[src/hdl/lsa_pkg.sv]
`timescale 1ns / 1ps
// ----------------------------------------------------------------------------
// lsa_pkg: shared types and constants of the latest free slot allocator
// Request codes, command and result records, and the fixed field widths.
// ----------------------------------------------------------------------------
package lsa_pkg;

	// Fixed field widths
	localparam int VALUE_W = 10;
	localparam int STATUS_W = 2;

	// Default slot count and the most slots a 10-bit value can reach
	localparam int SLOTS_DEF = 1024;
	localparam int SLOT_CAP = 1024;

	// Reset value of the limit register
	localparam logic [VALUE_W-1:0] MAX_VALUE_RST = 10'h3FF;

	// Occupancy row geometry
	localparam int ROW_W = 32;
	localparam int ROW_BITS = $clog2(ROW_W);

	// Queue depth between the parts
	localparam int FIFO_DEPTH = 2;

	// Request type codes
	localparam logic REQ_PLACE = 1'b0;
	localparam logic REQ_READ = 1'b1;

	typedef enum logic [STATUS_W-1:0] {
		ST_OK = 2'd0,
		ST_NOFREE = 2'd1,
		ST_RANGE = 2'd2
	} status_t;

	typedef enum logic [1:0] {
		CMD_PLACE = 2'd0,
		CMD_READ = 2'd1,
		CMD_RANGE = 2'd2
	} cmd_kind_t;

	typedef struct packed {
		cmd_kind_t kind;
		logic [VALUE_W-1:0] addr;
	} cmd_t;

	typedef struct packed {
		status_t status;
		logic [VALUE_W-1:0] position;
		logic [VALUE_W-1:0] read_value;
		logic read_occupied;
	} res_t;

endpackage

[src/hdl/lsa_fifo.sv]
`timescale 1ns / 1ps
// ----------------------------------------------------------------------------
// lsa_fifo: short register queue
// Decouples two parts of the allocator; push and pop may happen together.
// ----------------------------------------------------------------------------
module lsa_fifo #(
	parameter int W = 12,
	parameter int DEPTH = lsa_pkg::FIFO_DEPTH
) (
	input logic clk,
	input logic arst_n,
	input logic push,
	input logic [W-1:0] wdata,
	output logic full,
	input logic pop,
	output logic [W-1:0] rdata,
	output logic empty
);

	localparam int AW = (DEPTH > 1) ? $clog2(DEPTH) : 1;
	localparam int CW = $clog2(DEPTH + 1);

	logic [W-1:0] mem_q [DEPTH];
	logic [AW-1:0] wr_ptr_q;
	logic [AW-1:0] rd_ptr_q;
	logic [CW-1:0] cnt_q;
	logic do_push;
	logic do_pop;

	assign full = (cnt_q == CW'(DEPTH));
	assign empty = (cnt_q == '0);
	assign do_push = push && !full;
	assign do_pop = pop && !empty;
	assign rdata = mem_q[rd_ptr_q];

	// Advance pointers and count on each transfer
	always_ff @(posedge clk or negedge arst_n) begin
		if (!arst_n) begin
			wr_ptr_q <= '0;
			rd_ptr_q <= '0;
			cnt_q <= '0;
		end else begin
			if (do_push) begin
				wr_ptr_q <= (wr_ptr_q == AW'(DEPTH - 1)) ? '0 : wr_ptr_q + 1'b1;
			end
			if (do_pop) begin
				rd_ptr_q <= (rd_ptr_q == AW'(DEPTH - 1)) ? '0 : rd_ptr_q + 1'b1;
			end
			if (do_push && !do_pop) begin
				cnt_q <= cnt_q + 1'b1;
			end else if (!do_push && do_pop) begin
				cnt_q <= cnt_q - 1'b1;
			end
		end
	end

	// Hold the entries
	always_ff @(posedge clk) begin
		if (do_push) begin
			mem_q[wr_ptr_q] <= wdata;
		end
	end

endmodule

[config.mk]
export PLATFORM = sky130hd
export DESIGN_NAME = lsa_fifo
export DESIGN_NICKNAME = d
export VERILOG_FILES = /design/src/hdl/lsa_pkg.sv /design/src/hdl/lsa_fifo.sv
export SDC_FILE = /design/constraint.sdc
export NUM_CORES = 1
export LEC_CHECK = 0
export ABC_CLOCK_PERIOD_IN_PS = 1750
export BUFFER_PORTS_ARGS = -buffer_cell sky130_fd_sc_hd__buf_2
export CAP_MARGIN = 10
export CORE_MARGIN = 2
export CORE_UTILIZATION = 40
export DETAILED_ROUTE_END_ITERATION = 8
export GPL_ROUTABILITY_DRIVEN = 0
export GPL_TIMING_DRIVEN = 0
export SLEW_MARGIN = 20
export SYNTH_ARGS = -nofsm -noshare
export SYNTH_HDL_FRONTEND = slang
export SYNTH_SLANG_ARGS = --single-unit
export TNS_END_PERCENT = 50
[constraint.sdc]
create_clock -name clk -period 1.75 [get_ports clk]
set_input_delay 0.2625 -clock clk [delete_from_list [all_inputs] [get_ports clk]]
set_output_delay 0.2625 -clock clk [all_outputs]
set_load 0.02 [all_outputs]
* Word level (Yosys, flattened, before mapping)
Memory sizes are Yosys's and may differ from the RTL's.
Index checks and enable logic that the tools add are counted.
** Storage, ports and cells
- Input bits :: 16
- Register bits :: 4
- Memories kept :: 1
- RAM bits :: 24
** Memory list
- mem_q :: depth 2, width 12, rd ports 1, clocked after Yosys merged registers in 0, write ports 1, line lsa_fifo.sv:23 : logic [W-1:0] mem_q [DEPTH];
** Cells by class
- Mux-type cells :: 6
- Equal/unequal tests :: 1
- Reductions and logical operators :: 10
- Add/sub/neg operators :: 4
** Operator list (number)
- 1-bit logical AND :: 4
- 1-bit logical NOT :: 4
- 1-bit 2-to-1 mux :: 4
- 2-bit 2-to-1 mux :: 2
- 1-bit adder (second input constant) :: 2
- 2-bit by 1-bit adder with 2-bit output (second input constant) :: 1
- 2-bit equality test (second input constant) :: 1
- 2-bit logical NOT :: 1
- 2-bit nonzero test :: 1
- 2-bit by 1-bit subtractor with 2-bit output (second input constant) :: 1

* Logic depth before layout (Yosys ltp)
- Word-level depth :: 7
- Depth in mapped cells :: 7
- Mapped depth without buffers :: 7

* Worst setup path after synthesis
No wires, ideal clock.
- Path type :: register to register
- Start :: register cnt_q[0]
- End :: memory mem_q[0][0], enable pin
- Library setup time :: 0.380 ns
- Cell stages (with the launch flop) :: 4
- Data required time :: 1.370 ns
- Buffers on the path :: 0
- Setup slack :: 0.200 ns
- Arrival time :: 1.170 ns
- Path through :: dfrtp_1 -> nand2b_1 -> nand2_2 -> nor2_1
** Between the ends
- Cells in the longest elaborated chain, start to end :: 5
** RTL lines
- start: declaration :: line lsa_fifo.sv:26 : logic [CW-1:0] cnt_q;
- start signal: assignment :: line lsa_fifo.sv:50 : cnt_q <= cnt_q + 1'b1;
- start signal: assignment :: line lsa_fifo.sv:52 : cnt_q <= cnt_q - 1'b1;
- 2-bit equality test :: line lsa_fifo.sv:30 : assign full = (cnt_q == CW'(DEPTH));
- 1-bit logical NOT :: line lsa_fifo.sv:32 : assign do_push = push && !full;
- 1-bit logical AND :: line lsa_fifo.sv:32
- 1-bit 2-to-1 mux :: line lsa_fifo.sv:59 : if (do_push) begin
- 1-bit 2-to-1 mux (not written as such) :: line lsa_fifo.sv:60 : mem_q[wr_ptr_q] <= wdata;
- end: declaration :: line lsa_fifo.sv:23
Every way passes these cells.

* Worst setup path after layout
- Start :: register rd_ptr_q
- End :: output rdata[11]
** Between the ends
- Cells in the longest elaborated chain, start to end :: 1
** RTL lines
- start: declaration :: line lsa_fifo.sv:25 : logic [AW-1:0] rd_ptr_q;
- start signal: assignment :: line lsa_fifo.sv:47 : rd_ptr_q <= (rd_ptr_q == AW'(DEPTH - 1)) ? '0 : rd_ptr_q + 1'b1;
- memory 2 x 12 bit
- end: declaration :: line lsa_fifo.sv:16 : output logic [W-1:0] rdata,
Every way passes these cells.

==> flow_metrics.py <==
metrics = {
    "synthesis": {
        "synth.top_cell.area_share": 0.655,
        "prevailing_post_synth_register_cell": "sky130_fd_sc_hd__edfxtp_1",
        "synthesis.yosys.warnings": 0,
        "synth-seq-area-share": 0.746,
        "synth.most_common_cell": "sky130_fd_sc_hd__edfxtp_1",
        "synth.top_cells.by_area": "sky130_fd_sc_hd__edfxtp_1, sky130_fd_sc_hd__mux2_4, sky130_fd_sc_hd__dfrtp_1, sky130_fd_sc_hd__xnor2_1, sky130_fd_sc_hd__mux2_1",
        "synthCells": 56,
        "synth.top_cells.by_count": "sky130_fd_sc_hd__edfxtp_1, sky130_fd_sc_hd__mux2_4, sky130_fd_sc_hd__dfrtp_1",
        "syn_nets": 73,
        "synthesis.area_per_instance_um2": 19.6,
        "synth.largest_area_cell": "sky130_fd_sc_hd__edfxtp_1",
        "postSynth.asyncResetShare": 0.143,
        "netlist-cell-type-count": 15,
        "edff_count_synth": 24,
        "yosys_register_bits": 28,
        "netlist_area_mm2": 0.00110,
    },
    "run": {
        "cap_viol_max_count": 0,
    },
    "clock_tree": {
        "clock-root-buffer": "sky130_fd_sc_hd__clkbuf_4",
        "tritoncts": "yes",
        "worstSkewPairLatency_ns": 0.32,
        "cts_post_setup_buffers_inserted": 0,
        "cts-buffers-inserted": 3,
        "clkSlewWorstSetupHoldPaths_ns": 0.15,
        "h_tree_depth": 1,
        "clock_sink_count": 28,
        "cts.path.max_buffers": 2,
    },
    "routing": {
        "detail_route.iter0.violations": 16,
        "post_drt_via_cell_ratio": 4.58,
        "wire_per_inst_um": 12.8,
        "ant_nets": 0,
        "drtPass1Iterations": 4,
        "wirelength_um": 1550,
        "count_of_unresolved_drc_violations_after_routing": 0,
        "route.vias.total": 554,
    },
    "die": {
        "die_h_um": 56.4,
        "die_area_mm2": 0.00318,
        "core_region_area_mm2": 0.00269,
        "floorplan_row_count": 19,
        "pin_count": 30,
        "initial_core_util": 0.409,
        "chipWidth_um": 56.4,
    },
    "sta": {
        "fin_crit_ns": 1.68,
        "setup_viol": 0,
        "max_slew.worst_pin.slew_ns": 0.639,
        "final_max_slew_viol_count": 0,
        "max_freq_ghz": 0.594,
        "worst_clock_skew_ns": 0.00774,
        "rsz0062_at_grt": "no",
        "timing.slew.headroom": 0.574,
        "final_min_period_over_clock_period": 0.962,
        "fin_hold_viols": 0,
        "timing.setup.tns_ns": 0,
    },
    "hold_path": {
        "min_path_cells": 1,
        "worst_hold_path_class": "in -> reg",
        "hold_path.startpoint": "wdata[2]",
        "worst_hold_path.endpoint": "mem_q[1][2]",
    },
    "pwr": {
        "powerDensity_mw_per_mm2": 1660,
        "cellLeakagePower_nw": 0.558,
        "worst_ir_drop_on_vdd_uv": 883,
    },
    "global_route": {
        "grt_pass1_vias": 546,
        "grt_overflow_total": 0,
        "grtUsageTotal": 0.108,
        "first_pass_grt_wire_length_um": 2540,
        "antenna_found_initial": 0,
        "pin_count_of_the_biggest_net_entering_global_routing": 16,
    },
    "placement": {
        "placement.io_buffers": 29,
        "hpwl_um": 1120,
        "dpl_cell_area_mm2": 0.00128,
    },
    "worst_setup_path": {
        "worstPathRequired_ns": 1.49,
        "rr_worst_depth": 3,
        "timing.critical_path.slowest_stage_cell": "sky130_fd_sc_hd__dfrtp_2",
        "beginning_of_the_worst_register_to_register_path": "cnt_q[0]",
        "critPathMaxFanout": 10,
        "crit-reg2reg-capture": "mem_q[0][5]",
        "setup_slack_of_the_worst_register_to_register_path_ns": 0.18,
        "timing.critical_path.slowest_cell_delay_ns": 0.44,
        "critical_path_arrival_ns": 1.42,
        "timing.critical_path.max_delay_family": "flip-flops",
        "worstPathBufferInverterCount": 2,
        "worst-setup-path-type": "reg -> out",
        "crit_path_start_kind": "flip-flop",
        "worstSetupEndpointType": "output pin",
        "cp_cell_sequence": "buf_6 > mux2_4 > buf_2",
    },
    "cells_and_area": {
        "antennaDiodeCount": 0,
        "fraction_of_final_layout_cells_with_drive_strength_greater_than_1": 0.522,
        "syn2layout_area_growth_pct": 21.3,
        "post-route-util": 0.497,
        "count_of_fill_cells_added_during_filler_insertion": 256,
        "final_cell_area_mm2": 0.00133,
        "final_stage_net_count": 108,
    },
    "outcome": {
        "outcome": "complete, no violations",
    },
}
## area by class of cell
type / instances / area (µm²) / share of cell area
sequential: 28 / 822 / 0.616
multi-input combinational: 25 / 263 / 0.197
timing repair buffer: 30 / 155 / 0.116
tap: 31 / 38.8 / 0.0291
clock buffer: 4 / 36.3 / 0.0272
buffer: 1 / 11.3 / 0.00844
inverter: 2 / 7.51 / 0.00563
## state kept, by name (all words and copies together), names as in the netlist
signal,count
wr_ptr_q,1
mem_q,24
cnt_q,2
rd_ptr_q,1
## power by group
part,total (mW),internal [mW],switching (mW)
Sequential,1.02,0.929,0.0889
Combinational,0.883,0.404,0.479
Clock,0.308,0.127,0.181
Total,2.21,1.46,0.749
## how the worst max path moves through the flow
| stage | cells past startpoint | end | startpoint | slack, ns |
|---|---|---|---|---|
| 4_1_cts | 3 | rdata[2] | rd_ptr_q | 0.003 |
| 5_1_grt | 3 | rdata[11] | rd_ptr_q | 0.007 |
| 6_report | 3 | rdata[11] | rd_ptr_q | 0.07 |
| 2_1_floorplan | 3 | mem_q[0][0] | cnt_q[0] | 0.20 |
| 3_5_place_dp | 3 | mem_q[0][5] | cnt_q[0] | -0.13 |
| 3_3_place_gp | 3 | mem_q[0][9] | cnt_q[0] | -0.14 |
## logic make-up after synthesis
| logic type | count (synthesis) | synth area share |
|---|---|---|
| buffers and inverters | 3 | 0.0171 |
| adders and majority gates | 1 | 0.0114 |
| AOI/OAI and AO/OA | 1 | 0.00455 |
| xor gates and xnor gates | 5 | 0.0398 |
| DFF | 28 | 0.746 |
| and+or+nand+nor | 6 | 0.0273 |
| muxes | 12 | 0.154 |
## per-stage QoR
stage                     hold slack [ns]  power [mW]  std cells  setup slack [ns]
after floorplan                   -0.0331        1.68         56             0.200
after global placement             0.0764        1.91        116            -0.140
after detailed placement           0.0731        1.93        116            -0.127
after CTS                           0.107        2.24        121           0.00293
after global routing                0.109        2.32        121           0.00653
final                               0.115        2.21        121            0.0659
## metal layers
layer,routed length (µm),vias to the layer above,GRT usage
met1,667,256,0.127
met2,752,19,0.174
met5,0,-,0
met3,89,4,0.0253
li1,-,275,-
met4,38,0,0.0714
## timing repair
action	4_1_cts	5_1_grt
hold buffers	1	0
endpoints found under the setup margin	12	9
endpoints found under the hold margin	4	0
resized for setup	1	1
## cells in the final DEF, fill, tap and decap left out, types with 2 or more instances in the layout
master / n
sky130_fd_sc_hd__dfrtp_1: 3
sky130_fd_sc_hd__buf_2: 29
sky130_fd_sc_hd__edfxtp_1: 24
sky130_fd_sc_hd__mux2_1: 2
sky130_fd_sc_hd__nor2_1: 2
sky130_fd_sc_hd__xor2_1: 2
sky130_fd_sc_hd__clkbuf_4: 3
sky130_fd_sc_hd__inv_1: 2
sky130_fd_sc_hd__xnor2_1: 3
sky130_fd_sc_hd__mux2_4: 9
Note: power is estimated with default switching activity, not from simulation.
