==> src/hdl/lsa_pkg.sv <==
`timescale 1ns / 1ps
// ----------------------------------------------------------------------------
// lsa_pkg: shared types and constants of the latest free slot allocator
// Request codes, command and result records, and the fixed field widths.
// ----------------------------------------------------------------------------
package lsa_pkg;

	// Fixed field widths
	localparam int VALUE_W = 10;
	localparam int STATUS_W = 2;

	// Default slot count and the most slots a 10-bit value can reach
	localparam int SLOTS_DEF = 1024;
	localparam int SLOT_CAP = 1024;

	// Reset value of the limit register
	localparam logic [VALUE_W-1:0] MAX_VALUE_RST = 10'h3FF;

	// Occupancy row geometry
	localparam int ROW_W = 32;
	localparam int ROW_BITS = $clog2(ROW_W);

	// Queue depth between the parts
	localparam int FIFO_DEPTH = 2;

	// Request type codes
	localparam logic REQ_PLACE = 1'b0;
	localparam logic REQ_READ = 1'b1;

	typedef enum logic [STATUS_W-1:0] {
		ST_OK = 2'd0,
		ST_NOFREE = 2'd1,
		ST_RANGE = 2'd2
	} status_t;

	typedef enum logic [1:0] {
		CMD_PLACE = 2'd0,
		CMD_READ = 2'd1,
		CMD_RANGE = 2'd2
	} cmd_kind_t;

	typedef struct packed {
		cmd_kind_t kind;
		logic [VALUE_W-1:0] addr;
	} cmd_t;

	typedef struct packed {
		status_t status;
		logic [VALUE_W-1:0] position;
		logic [VALUE_W-1:0] read_value;
		logic read_occupied;
	} res_t;

endpackage

==> src/hdl/lsa_front.sv <==
`timescale 1ns / 1ps
// ----------------------------------------------------------------------------
// lsa_front: request intake and classification
// Holds the limit register, checks each request against the effective
// limit and hands a classified command to the command queue.
// ----------------------------------------------------------------------------
module lsa_front #(
	parameter int SLOTS = lsa_pkg::SLOTS_DEF
) (
	input logic clk,
	input logic arst_n,
	input logic cfg_wr_en,
	input logic [lsa_pkg::VALUE_W-1:0] cfg_wr_data,
	input logic req_type,
	input logic [lsa_pkg::VALUE_W-1:0] value,
	input logic [lsa_pkg::VALUE_W-1:0] slot_index,
	output lsa_pkg::cmd_t cmd
);

	localparam int USED = (SLOTS < lsa_pkg::SLOT_CAP) ? SLOTS : lsa_pkg::SLOT_CAP;
	localparam logic [lsa_pkg::VALUE_W-1:0] LIM_CAP = lsa_pkg::VALUE_W'(USED - 1);

	logic [lsa_pkg::VALUE_W-1:0] max_value_q;
	logic [lsa_pkg::VALUE_W-1:0] lim;
	logic [lsa_pkg::VALUE_W-1:0] addr;

	// Hold the limit register
	always_ff @(posedge clk or negedge arst_n) begin
		if (!arst_n) begin
			max_value_q <= lsa_pkg::MAX_VALUE_RST;
		end else if (cfg_wr_en) begin
			max_value_q <= cfg_wr_data;
		end
	end

	// Clamp the limit to the slots that exist
	assign lim = (max_value_q < LIM_CAP) ? max_value_q : LIM_CAP;

	// Classify the request
	assign addr = (req_type == lsa_pkg::REQ_READ) ? slot_index : value;

	always_comb begin
		cmd.addr = addr;
		if (addr > lim) begin
			cmd.kind = lsa_pkg::CMD_RANGE;
		end else if (req_type == lsa_pkg::REQ_READ) begin
			cmd.kind = lsa_pkg::CMD_READ;
		end else begin
			cmd.kind = lsa_pkg::CMD_PLACE;
		end
	end

endmodule

==> config.mk <==
export PLATFORM = sky130hd
export DESIGN_NAME = lsa_front
export DESIGN_NICKNAME = d
export VERILOG_FILES = /design/src/hdl/lsa_pkg.sv /design/src/hdl/lsa_front.sv
export SDC_FILE = /design/constraint.sdc
export NUM_CORES = 1
export LEC_CHECK = 0
export ABC_AREA = 1
export BUFFER_PORTS_ARGS = -buffer_cell sky130_fd_sc_hd__buf_2
export CAP_MARGIN = 20
export CORE_ASPECT_RATIO = 1.25
export CORE_MARGIN = 2
export CORE_UTILIZATION = 30
export DETAILED_ROUTE_END_ITERATION = 10
export GPL_ROUTABILITY_DRIVEN = 0
export PLACE_DENSITY_LB_ADDON = 0.25
export SETUP_SLACK_MARGIN = 0.1
export SYNTH_ARGS = -nofsm -noshare
export SYNTH_HDL_FRONTEND = slang
export SYNTH_SLANG_ARGS = --single-unit
export TNS_END_PERCENT = 50
==> constraint.sdc <==
create_clock -name clk -period 3.27 [get_ports clk]
set_input_delay 0.654 -clock clk [delete_from_list [all_inputs] [get_ports clk]]
set_output_delay 0.654 -clock clk [all_outputs]
set_load 0.02 [all_outputs]
# Word-level counts from Yosys, hierarchy flattened
# Index checks and enable logic that the tools add are counted.
# classes
n_div,0
eq_ne,0
magnitude_cmp,2
multipliers,0
bitwise,0
shift,0
reduce_logical,0
add_sub_neg,0
n_mux,4
# ops
op,n
$mux W10,2
$gt A10 B10 Y1,1
$lt A10 B10 Y1 const B,1
$mux W2,1
$mux W1,1
# totals
out_inout_bits,12
mem_count,0
rom_bits,0
reg_bits,10
mem_bits_rw,0
latch_bits,0

# Logic depth before layout (Yosys ltp)
# Gate-level depths: netlist of the first run.
# depth
word_depth,4
ltp_mapped,12
ltp_nobuf,11

# Worst setup path before layout of the first run
# Ideal clock, no wire load.
# synth_timing
path_type,input to output
start,input req_type
end,output cmd[10] in the netlist's numbering
required_ns,2.616
arrival_time_ns,2.101
slack_ns,0.515
path_buffers,1
stages,10
cell_sequence,inv_1 buf_2 nand2_1 nand2_1 ha_1 nand2_2 inv_1 a21oi_2 nand3_2 a21oi_1
# synth_lines
item,line_no,text
start: declaration,lsa_front.sv:14,"input logic req_type,"
end: declaration,lsa_front.sv:17,output lsa_pkg::cmd_t cmd

==> results.json, run 1 <==
{
  "status": "complete, no violations",
  "pwr_density_cell_mw_per_mm2": 339,
  "nets": 204,
  "syn-num-nets": 159,
  "gr-usage-all-layers_pct": 11.5,
  "path_cells": "buf_2, inv_1, nand2_1, nand2_1, ha_1, nand2_2, inv_1, a21oi_2, nand3_2, a21oi_1, buf_2",
  "wl_per_cell_microns": 9.21,
  "antenna_found_initial": 0,
  "insertedDiodeCount": 0,
  "setup_tns_ns": 0,
  "path_clk_slew_ns": 0.06,
  "setup_viol": 0,
  "routed_wl_microns": 1770,
  "syn_inst": 115,
  "grt_pass1_vias": 717,
  "drv_cap": 0,
  "yosysWarnings": 0,
  "final.setup.worst_slack_ns": 0.397,
  "power.total_uw": 363,
  "multi_input_area_sq_um": 450,
  "synth_area_leaders": "dfstp_2 (32%), nand2_1 (23%), ha_1 (15%)",
  "mappedNetlistArea_sq_um": 811,
  "first_pass_iters": 4,
  "rows": 21,
  "largest_register_ff_count": 10,
  "netlist_top_cells_count": "nand2_1 (50), inv_1 (18), dfstp_2 (10), ha_1 (10), o21ai_0 (9)",
  "rsz0062_at_grt": "false",
  "postLayoutCoreUtil_pct": 40.8,
  "worst-slew-pin-transition_ns": 0.289,
  "io_pins": 46,
  "rrSetupSlack_ns": 2.47,
  "cpPeakStageDelay_ns": 0.32,
  "start_util_pct": 30.9,
  "grt_first_pass_wirelength_microns": 2820,
  "crit_path_max_fanout": 11,
  "die_h_microns": 62.1,
  "reg_top3": "max_value_q x10",
  "cts_buffers": 3,
  "crit_type": "input pin to primary output",
  "insertion_delay_ns": 0.25,
  "synth.yosys.seq_area_share_pct": 32.4,
  "arrival_ns": 2.22,
  "slew-limit-headroom_pct": 80.7,
  "hold_violations": 0,
  "top_register": "max_value_q",
  "cp-end-kind": "primary output",
  "cts_tree": "built",
  "via_per_inst": 4.13,
  "synth_top_area_share_pct": 32.4,
  "holdBufCountCts": 0,
  "cts_resized": 0,
  "htreeDepth": 1,
  "ff_latch_area_sq_um": 263,
  "synth-async-reset-ratio_pct": 100,
  "dp_hpwl_microns": 1590,
  "core_area_sq_mm": 0.00263,
  "syn_avg_cell_area_sq_um": 7.05,
  "ant_nets": 0,
  "dieWidth_microns": 50.5,
  "grt_max_degree": 20,
  "synth_top_area_cell": "dfstp_2",
  "syn2layout_area_growth_pct": 32.1,
  "post-route-period-util_pct": 87.9,
  "slew_viol_final": 0,
  "cts.sinks": 10,
  "cts_root_buf": "clkbuf_4",
  "cp.required_ns": 2.62,
  "cp_slowest_cell": "ha_1",
  "ys.flop_type": "dfstp_2",
  "drive_gt1_share_pct": 40.5,
  "fill_cells": 291,
  "die_area_sq_mm": 0.00314,
  "synth_cell_type_count": 20,
  "cellLeakagePower_nw": 0.633,
  "hold_ws_ns": 0.463,
  "finalCriticalPeriod_ns": 2.87,
  "fin_skew_ns": 0,
  "post_cts_buffers": 0,
  "vias": 792,
  "post-place-ws_ns": 0.379,
  "grt_remaining_overflow": 0,
  "clock_path_buffers": 2,
  "first_iter_violations": 16,
  "portBuffers": 45,
  "critPathLaunchType": "input pin",
  "synth_edf_count": 0,
  "clock.fmax_mhz": 348,
  "synth_seq_cells": 10,
  "ir_worst_vdd_mv": 0.166,
  "hold_path.class": "input pin to async pin",
  "yosysMostFrequentCell": "nand2_1",
  "drc": 0
}
## layout by cell type (no fill, tap or decap)
| master | count |
|---|---|
| clkbuf_4 | 3 |
| a21oi_2 | 1 |
| buf_2 | 45 |
| and2_1 | 1 |
| nor2_4 | 1 |
| nand3_2 | 1 |
| o21ai_1 | 1 |
| nand2_1 | 50 |
| mux2_2 | 1 |
| a21oi_1 | 2 |
| nand2_2 | 1 |
| ha_1 | 10 |
| o21ai_0 | 9 |
| nand3_1 | 1 |
| dfstp_2 | 10 |
| or2_1 | 1 |
| nand4_1 | 1 |
| nor2_2 | 1 |
| inv_1 | 18 |
## report_power, final
part	internal, mW	leakage, nW	switching, mW
clock	0.0422	0.0138	0.0357
combinational	0.0561	0.514	0.0833
sequential	0.143	0.105	0.00291
total	0.241	0.633	0.122
## layout make-up
class | count | area share, %
Inverter | 18 | 6.31
Multi-Input combinational cell | 82 | 42.1
Clock buffer | 3 | 2.10
Sequential cell | 10 | 24.5
Tap cell | 34 | 3.97
Timing Repair Buffer | 45 | 21.0
## metrics by stage
stage                     instances  area [sq um]
after floorplan                 115           811
after global placement          189          1050
after detailed placement        189          1050
after CTS                       192          1070
after global routing            192          1070
final                           192          1070
## kinds of logic (layout without fill, tap and decap cells)
group | after synthesis | after routing | synth area share [%]
compound gates | 13 | 13 | 8.49
fa+ha+maj | 10 | 10 | 15.4
flops | 10 | 10 | 32.4
simple gates | 58 | 58 | 30.2
buf+inv | 23 | 66 | 12.0
mux | 1 | 1 | 1.39
## worst max-delay path, delay by kind of cell
kind / cells / cell delay (ns)
buf+inv: 4 / 0.61
fa+ha+maj: 1 / 0.32
compound gates: 2 / 0.28
simple gates: 4 / 0.37
## routing by layer
layer	GRT usage, %	vias to the layer above	share of wire [%]
met5	0	-	0
met2	20.4	24	53
met3	1.92	2	6.1
li1	-	437	-
met4	6.08	0	0.79
met1	12.7	329	40
## path summary, 6_finish.rpt
kind                                 from              to  cells after the start
setup / recovery                 req_type         cmd[10]                     11
hold / removal                     arst_n  max_value_q[1]                      1
setup reg to reg           max_value_q[8]  max_value_q[8]                      2
hold reg to reg            max_value_q[1]  max_value_q[1]                      2
max in group asynchronous          arst_n  max_value_q[0]                      1
min in group clk           max_value_q[1]  max_value_q[1]                      2
Power figures use the tool's default switching activity.
==> run 2, diff against run 1 <==
--- a/config.mk
+++ b/config.mk
@@ -8,7 +8,7 @@
 export ABC_AREA = 1
 export BUFFER_PORTS_ARGS = -buffer_cell sky130_fd_sc_hd__buf_2
 export CAP_MARGIN = 20
-export CORE_ASPECT_RATIO = 1.25
+export CORE_ASPECT_RATIO = 0.6
 export CORE_MARGIN = 2
 export CORE_UTILIZATION = 30
 export DETAILED_ROUTE_END_ITERATION = 10
==> run 2 against run 1 <==
Net effect:
- worst hold slack improved by 0.030 ns
- global-route usage rose by 0.78 points
- combinational power barely moved
- cell count fell by 0.52%
- register-to-register slack barely moved
- critical path depth did not move
- clock power rose by 95%
- via count rose by 2.0%
- worst setup slack got worse by 0.022 ns
- largest power group is now the clock network
==> results.json, run 2 (synthesis results as in run 1) <==
{
  "grt_first_pass_wirelength_microns": 2890,
  "clock.fmax_mhz": 345,
  "cts_tree": "built",
  "die_h_microns": 44.3,
  "final.setup.worst_slack_ns": 0.375,
  "p_int_uw": 305,
  "cp.required_ns": 2.62,
  "gr-usage-all-layers_pct": 12.3,
  "layout_common_cells": "nand2_1 (50), buf_2 (45), inv_1 (18), ha_1 (10), dfstp_2 (10)",
  "cts_buffers": 3,
  "power_switching_uw": 133,
  "r2r_end": "max_value_q[3]",
  "clkPwrFrac_pct": 34.7,
  "post_cts_buffers": 0,
  "io_pins": 46,
  "core_area_sq_mm": 0.00254,
  "portBuffers": 45,
  "dpl-instance-area_sq_mm": 0.00105,
  "final_common_cell": "nand2_1",
  "min_to": "max_value_q[6]",
  "ir_worst_vdd_mv": 0.146,
  "dp_cells": 187,
  "clock_path_buffers": 2,
  "cpPeakStageDelay_ns": 0.33,
  "first_iter_violations": 16,
  "fin_skew_ns": 0,
  "crit_path_max_fanout": 11,
  "start_util_pct": 31.9,
  "routed_wl_microns": 1850,
  "cts_resized": 0,
  "final_cells": 191,
  "cellLeakagePower_nw": 0.648,
  "postLayoutCoreUtil_pct": 43.3,
  "first_pass_iters": 3,
  "cts_root_buf": "clkbuf_8",
  "setup_tns_ns": 0,
  "syn2layout_area_growth_pct": 35.8,
  "cp_slowest_cell": "ha_1",
  "top_register": "max_value_q",
  "cp-end-kind": "primary output",
  "rr_worst_depth": 2,
  "wl_per_cell_microns": 9.69,
  "drc": 0,
  "hold_violations": 0,
  "worstReg2RegStart": "max_value_q[3]",
  "power.total_uw": 438,
  "fin_area_sq_mm": 0.00110,
  "critPathLaunchType": "input pin",
  "die_area_sq_mm": 0.00315,
  "worst-slew-pin-transition_ns": 0.293,
  "grt_remaining_overflow": 0,
  "dp_hpwl_microns": 1620,
  "setup_viol": 0,
  "largest_register_ff_count": 10,
  "pwr-share-seq_pct": 33.4,
  "hold_ws_ns": 0.494,
  "post-place-ws_ns": 0.354,
  "hold_path.class": "flop to flop",
  "slew-limit-headroom_pct": 80.4,
  "path_clk_slew_ns": 0.05,
  "ant_nets": 0,
  "path_cells": "buf_2, inv_1, nand2_1, nand2_1, ha_1, nand2_2, inv_1, a21oi_2, nand3_2, a21oi_1, buf_2",
  "insertedDiodeCount": 0,
  "rsz0062_at_grt": "false",
  "crit_type": "input pin to primary output",
  "p_sw_share_pct": 30.3,
  "min-delay-start": "max_value_q[6]",
  "cts.sinks": 10,
  "hold_path_depth": 2,
  "status": "complete, no violations",
  "dieWidth_microns": 71.1,
  "rrSetupSlack_ns": 2.48,
  "rows": 14,
  "pwr_density_cell_mw_per_mm2": 398,
  "finalCriticalPeriod_ns": 2.89,
  "post-route-period-util_pct": 88.5,
  "htreeDepth": 1,
  "arrival_ns": 2.24,
  "antenna_found_initial": 0,
  "reg_top3": "max_value_q x10",
  "fill_cells": 266,
  "slew_viol_final": 0,
  "vias": 808,
  "holdBufCountCts": 0,
  "nets": 204,
  "grt_pass1_vias": 708,
  "grt_max_degree": 20,
  "insertion_delay_ns": 0.23,
  "drive_gt1_share_pct": 40.9,
  "combinationalPowerShare_pct": 31.8,
  "via_per_inst": 4.23,
  "drv_cap": 0
}
run 2: how the worst max path moves through the flow:
stage | startpoint | endpoint | cells past startpoint
finish | req_type | cmd[10] | 11
global route | req_type | cmd[10] | 11
CTS | req_type | cmd[10] | 11
detailed placement | req_type | cmd[10] | 11
global placement | req_type | cmd[10] | 11
floorplan | req_type | cmd[10] | 10
run 2: worst max-delay path, delay by kind of cell:
| family | cells | cell delay, ns |
|---|---|---|
| AO/OA/AOI/OAI | 2 | 0.28 |
| AND/OR/NAND/NOR | 4 | 0.38 |
| buffers and inverters | 4 | 0.60 |
| adder cells (fa/ha/maj) | 1 | 0.33 |
run 2: area by class of cell:
cell class                 count  area (sq um)  share of cell area, %
inverter                      18          67.6                   6.14
tap                           32          40.0                   3.64
timing repair buffer          45           225                   20.5
clock buffer                   4          55.1                   5.00
sequential                    10           263                   23.9
multi-input combinational     82           450                   40.9
run 2: power groups by stage:
stage	clock network [mW]	logic, mW	registers, mW
2_1_floorplan	0	0.0960	0.147
3_3_place_gp	0	0.138	0.148
3_5_place_dp	0	0.142	0.148
4_1_cts	0.157	0.143	0.147
5_1_grt	0.165	0.159	0.148
6_report	0.152	0.140	0.146
run 2: metal layers:
metal | share of wire [%] | up-vias | routed length, microns | track usage (%)
li1 | - | 439 | - | -
met1 | 47 | 337 | 873 | 15.6
met2 | 43 | 32 | 789 | 18.7
met3 | 10 | 0 | 187 | 6.83
met4 | 0 | 0 | 0 | 2.26
met5 | 0 | - | 0 | 0
